`config.mk`:
```
export PLATFORM = sky130hd
export DESIGN_NAME = rars_ram
export DESIGN_NICKNAME = d
export VERILOG_FILES = /design/src/design/rars_ram.sv
export SDC_FILE = /design/constraint.sdc
export NUM_CORES = 1
export LEC_CHECK = 0
export BUFFER_PORTS_ARGS = -buffer_cell sky130_fd_sc_hd__buf_4
export CAP_MARGIN = 10
export CORE_ASPECT_RATIO = 2
export CORE_MARGIN = 5
export CORE_UTILIZATION = 60
export CTS_CLUSTER_DIAMETER = 200
export DETAILED_ROUTE_END_ITERATION = 7
export PLACE_DENSITY = 0.83
export SKIP_CTS_REPAIR_TIMING = 1
export SLEW_MARGIN = 20
export SYNTH_ARGS = -nofsm -noshare
export SYNTH_HDL_FRONTEND = slang
export SYNTH_SLANG_ARGS = --single-unit
```
`constraint.sdc`:
```
create_clock -name clk -period 2.6 [get_ports clk]
set_input_delay 0.52 -clock clk [delete_from_list [all_inputs] [get_ports clk]]
set_output_delay 0.52 -clock clk [all_outputs]
set_load 0.01 [all_outputs]
```
`src/design/rars_ram.sv`:
```
// generic single write port ram with registered read
module rars_ram #(
	parameter int WIDTH = 8,
	parameter int DEPTH = 16
) (
	input  logic                     clk,
	input  logic                     we,
	input  logic [$clog2(DEPTH)-1:0] waddr,
	input  logic [WIDTH-1:0]         wdata,
	input  logic                     re,
	input  logic [$clog2(DEPTH)-1:0] raddr,
	output logic [WIDTH-1:0]         rdata
);

	logic [WIDTH-1:0] mem [DEPTH];

	always_ff @(posedge clk) begin
		if (we) begin
			mem[waddr] <= wdata;
		end
		if (re) begin
			rdata <= mem[raddr];
		end
	end

endmodule

```
==> flow_summary.toml, run 1 <==
[finish]
area_delta_synth_final_pct = 19.53
nNetsFinal = 302
multi_input_area_um2 = 1057
antenna_cells = 0
most-common-layout-cells = "edfxtp_1 (136), buf_4 (44), mux4_2 (18)"
nFillCells = 477
final_common_cell = "edfxtp_1"
drive_gt1_share_pct = 31.53
regArea_um2 = 4084

[synth]
synthMuxAreaShare_pct = 14.79
syn-num-nets = 248
synth_fa_ha_area_share_pct = 0
synth-compound-area-share_pct = 2.298
syn_inst = 229
synth_seq_cells = 136
syn-cell-area_um2 = 5228
synth_top_family_by_area = "multiplexers"
synth_cell_types = 18
synth-simple-area-share_pct = 3.135
yosysSeqAreaShare_pct = 78.12
avgSynthCellArea_um2 = 22.83
synth_xor_area_share_pct = 0
ys_warn_count = 0

[pwr]
ir_drop_mv = 0.6578
p_sw_share_pct = 19.08
p_int_mw = 4.262
p_seq_share_pct = 47.2
power_density_nw_per_um2 = 842.8
clkPwrFrac_pct = 48.3
leakage_nw = 2.132
combinationalPowerShare_pct = 4.5
p_sw_mw = 1.005

[min_path]
holdCritPathClass = "input pin to register"
hold_depth = 1

[sta]
setup_slack_ps = 799.4
worst_pin_slew_ps = 768.9
tns_ps = 0
finClkSkew_ps = 3.397
finalHoldViolCount = 0
setup_viol = 0
rsz0062_at_grt = "no"
max_freq_ghz = 0.5554
min_period_ps = 1801
slew_violations = 0
timing.final.crit_share_pct = 69.25
slew_headroom_pct = 48.34

[clocking]
cts_tree = "done"
cts_buffers = 17
cts_root_buffer = "clkbuf_16"
htree_levels = 4
clk_latency_ps = 420
clkSinkCount = 136
clockBufferDepth = 2
path_clk_slew_ps = 60

[worst_setup_path]
r2r_start = "mem[1][1]"
critPathMaxFanout = 17
critPathKind = "input pin to register"
crit_end = "rdata[3]"
end_kind = "register"
worstReg2RegEnd = "rdata[1]"
start_kind = "input pin"
arrival_ps = 1960
critPathRequiredTime_ps = 2760
critPathLaunch = "raddr[0]"
r2r_slack_ps = 1120
r2r.worst_path.cells = 3

[route]
final_antenna_net_count = 0
vias = 2510
wirelength_um = 10270
avgViaCountPerCell = 6.354
drt_iter0_markers = 286
wl_per_cell_um = 26.00
drc = 0
firstDrtPassIters = 5

[job]
drv_cap = 0

[placement]
globalplace.congestion = 0.7854
port-buffer-count = 26
dp_slack_ps = 430.3
dp_hpwl_um = 6743

[floorplanning]
die_w_um = 76
die-area_um2 = 10790
rows = 48
pin_count = 27
die_h_um = 142
coreArea_um2 = 8588
start_util_pct = 60.87

[global_routing]
grt_pass1_vias = 2749
grt_max_degree = 33
antenna_found_initial = 0
gr-total-overflow = 0
grt_pass1_wl_um = 15950
grt_usage_pct = 21.05

[status]
status = "completed"
cells in the mapped netlist:
cell type        count  area, µm²
buf_6                3      33.78
buf_2                3      15.01
a22oi_1             16      120.1
nand3_1              1      5.000
and2b_1              1      7.510
mux4_1              14      367.9
nand3b_1             2      15.01
buf_4                1      7.510
nor3_1               4      20.02
nor2_1              13      48.80
nor2b_1              1      6.260
edfxtp_1           136       4084
clkdlybuf4s25_2      3      30.03
mux4_2              18      405.4
nand2b_1             2      12.51
or3b_2               1      8.760
and2_1               1      6.260
nand2_1              9      33.78
logic make-up after synthesis:
logic type      count (synthesis)
compound gates                 16
buf+inv                        10
flops                         136
mux                            32
simple gates                   35
layout make-up:
cell class	instances	area share, %
Sequential cell	136	65.36
Multi-Input combinational cell	83	16.92
Tap cell	100	2.002
Timing Repair Buffer	45	5.607
Clock inverter	14	3.304
Clock buffer	17	6.808
routing by layer:
layer	vias up	share of wire [%]	track usage, %
li1	1090	-	-
met1	1272	35	22.73
met2	125	56	36.80
met3	23	5.9	6.020
met4	0	3.1	11.54
met5	-	0	0
power groups by stage:
stage          clock (mW)  sequential, mW  combinational (mW)
2_1_floorplan           0            2.53               0.125
3_3_place_gp            0            2.53               0.229
3_5_place_dp            0            2.53               0.237
4_1_cts              2.58            2.49               0.239
5_1_grt              2.69            2.49               0.254
6_report             2.55            2.48               0.236
worst min path at each step:
stage                    start        end  slack, ps
floorplan             wdata[0]  mem[0][0]        620
global placement     mem[7][0]   rdata[0]        720
detailed placement  mem[15][2]   rdata[2]        740
CTS                         re   rdata[7]        390
global route                re   rdata[2]        390
finish                      re   rdata[5]        410
registers in the layout, summed over array words and instances (netlist names):
register and flops:
rdata 8, mem 128
worst max-delay path, stage by stage:
cell,delay [ps]
buf_4,300
buf_4,240
mux4_1,570
a22oi_1,230
nand2_1,90
stage by stage:
step                      power (mW)  instances  util [%]  hold slack, ps  instance area, µm²
after global routing           5.427        395     72.76           387.8                6248
after detailed placement       2.767        364     65.40           738.0                5617
final                          5.266        395     72.76           405.5                6248
after global placement         2.755        364     65.40           722.4                5617
after CTS                      5.302        395     72.76           390.3                6248
after floorplan                2.655        229         -           618.9                5228
No activity file was read; power rests on OpenSTA's default activity.
==> run 2: changes to the inputs <==
Settings changed: CORE_UTILIZATION 60 to 54, PLACE_DENSITY 0.83 to 0.79.
Clock period 2.6 ns to 1.6 ns, I/O delays scaled along.
==> run 2 against run 1 <==
  * Non-clock buffer count up 7
  * Clock-buffer cell count unchanged
  * Global-route usage down 1.6 points
  * Critical path type is now register to register
  * Die area up 10%
  * Cell area up 2.3%
  * Cell count up 9.6%
  * Largest cell class unchanged
  * Hold slack worse by 200 ps
  * Critical path depth down 2
==> flow_summary.toml, run 2 (same netlist as run 1, synthesis figures left out) <==
[status]
status = "completed"

[clocking]
clkSinkCount = 136
clockBufferDepth = 2
path_clk_slew_ps = 60
htree_levels = 4
clk_latency_ps = 410
cts_buffers = 17
cts_root_buffer = "clkbuf_16"
cts_tree = "done"

[finish]
regMostFlops = "mem"
area_delta_synth_final_pct = 22.24
final_common_cell = "edfxtp_1"
drive_gt1_share_pct = 33.99
most-common-layout-cells = "edfxtp_1 (136), buf_4 (47), mux4_2 (18)"
top_regs = "mem (128), rdata (8)"
largest_reg_flops = 128
antenna_cells = 0
nNetsFinal = 309

[worst_setup_path]
cp.depth = 3
critPathRequiredTime_ps = 1760
r2r_start = "mem[1][5]"
cp_num_buf_inv = 0
worstReg2RegEnd = "rdata[5]"
critPathSlowestCell = "mux4_1"
critPathMaxFanout = 1
worstPathCellList = "mux4_1 -> a22oi_1 -> nand2_1"
r2r_slack_ps = 130
crit_end = "rdata[5]"
slowest_delay_ps = 520
critPathKind = "register to register"
start_kind = "register"
arrival_ps = 1620
r2r.worst_path.cells = 3
crit_family = "multiplexers"
end_kind = "register"
critPathLaunch = "mem[1][5]"

[global_routing]
grt_pass1_vias = 2742
grt_usage_pct = 19.42
antenna_found_initial = 0
grt_pass1_wl_um = 15910
gr-total-overflow = 0
grt_max_degree = 21

[sta]
slew_headroom_pct = 50.26
max_freq_ghz = 0.6819
timing.final.crit_share_pct = 91.65
rsz0062_at_grt = "no"
finalHoldViolCount = 0
slew_violations = 0
min_period_ps = 1466
worst_pin_slew_ps = 743.4
tns_ps = 0
setup_viol = 0
finClkSkew_ps = 7.851

[pwr]
total_power_mw = 8.487
leakage_nw = 2.186
ir_drop_mv = 1.101
power_density_nw_per_um2 = 1328

[route]
avgViaCountPerCell = 5.792
vias = 2508
final_antenna_net_count = 0
wirelength_um = 10270
drt_iter0_markers = 243
firstDrtPassIters = 4
drc = 0
wl_per_cell_um = 23.71

[min_path]
holdCritPathClass = "input pin to register"

[placement]
globalplace.congestion = 0.8226
port-buffer-count = 26
dp_hpwl_um = 6800

[floorplanning]
die_w_um = 79.57
die-area_um2 = 11870
start_util_pct = 55.34
rows = 50
die_h_um = 149.1
pin_count = 27
coreArea_um2 = 9447

[job]
drv_cap = 0
==> run 2: area by class of cell <==
cell class | instances | area, µm²
repair buffers | 52 | 452.9
fillers | 606 | 3057
flip-flops and latches | 136 | 4084
clock inverters | 15 | 202.7
multi-input cells | 83 | 1062
clock buffers | 17 | 425.4
well taps | 130 | 162.7
==> run 2: how the worst min path moves through the flow <==
stage          startpoint   endpoint  cells past startpoint
2_1_floorplan    wdata[0]  mem[0][0]                      0
4_1_cts                re   rdata[4]                      1
6_report               re   rdata[4]                      1
3_3_place_gp     wdata[0]  mem[5][0]                      1
5_1_grt                re   rdata[4]                      1
3_5_place_dp           re   rdata[2]                      1
==> run 2: metrics by stage <==
stage / instance area [µm²] / hold WS, ps / std cells / setup WS (ps) / utilization [%]
2_1_floorplan: 5240 / 418.9 / 229 / 4.036 / -
3_3_place_gp: 5762 / 609.3 / 401 / -154.2 / 60.99
3_5_place_dp: 5762 / 629.0 / 401 / -216.0 / 60.99
4_1_cts: 6390 / 195.4 / 433 / 118.8 / 67.64
5_1_grt: 6390 / 202.8 / 433 / 79.36 / 67.64
6_report: 6390 / 204.8 / 433 / 133.6 / 67.64
==> run 2: layer usage <==
metal  global-route usage (%)  vias up  share of wire [%]
li1                         -     1108                  -
met1                    21.43     1294                 36
met2                    34.72       94                 57
met3                    5.139       12                4.7
met4                    8.003        0                1.6
met5                        0        -                  0
==> run 2: where the power goes <==
part	switching, mW	internal [mW]	total [mW]
Sequential	0.0210	4.01	4.04
Clock	1.43	2.61	4.04
Combinational	0.217	0.196	0.413
Total	1.67	6.82	8.49
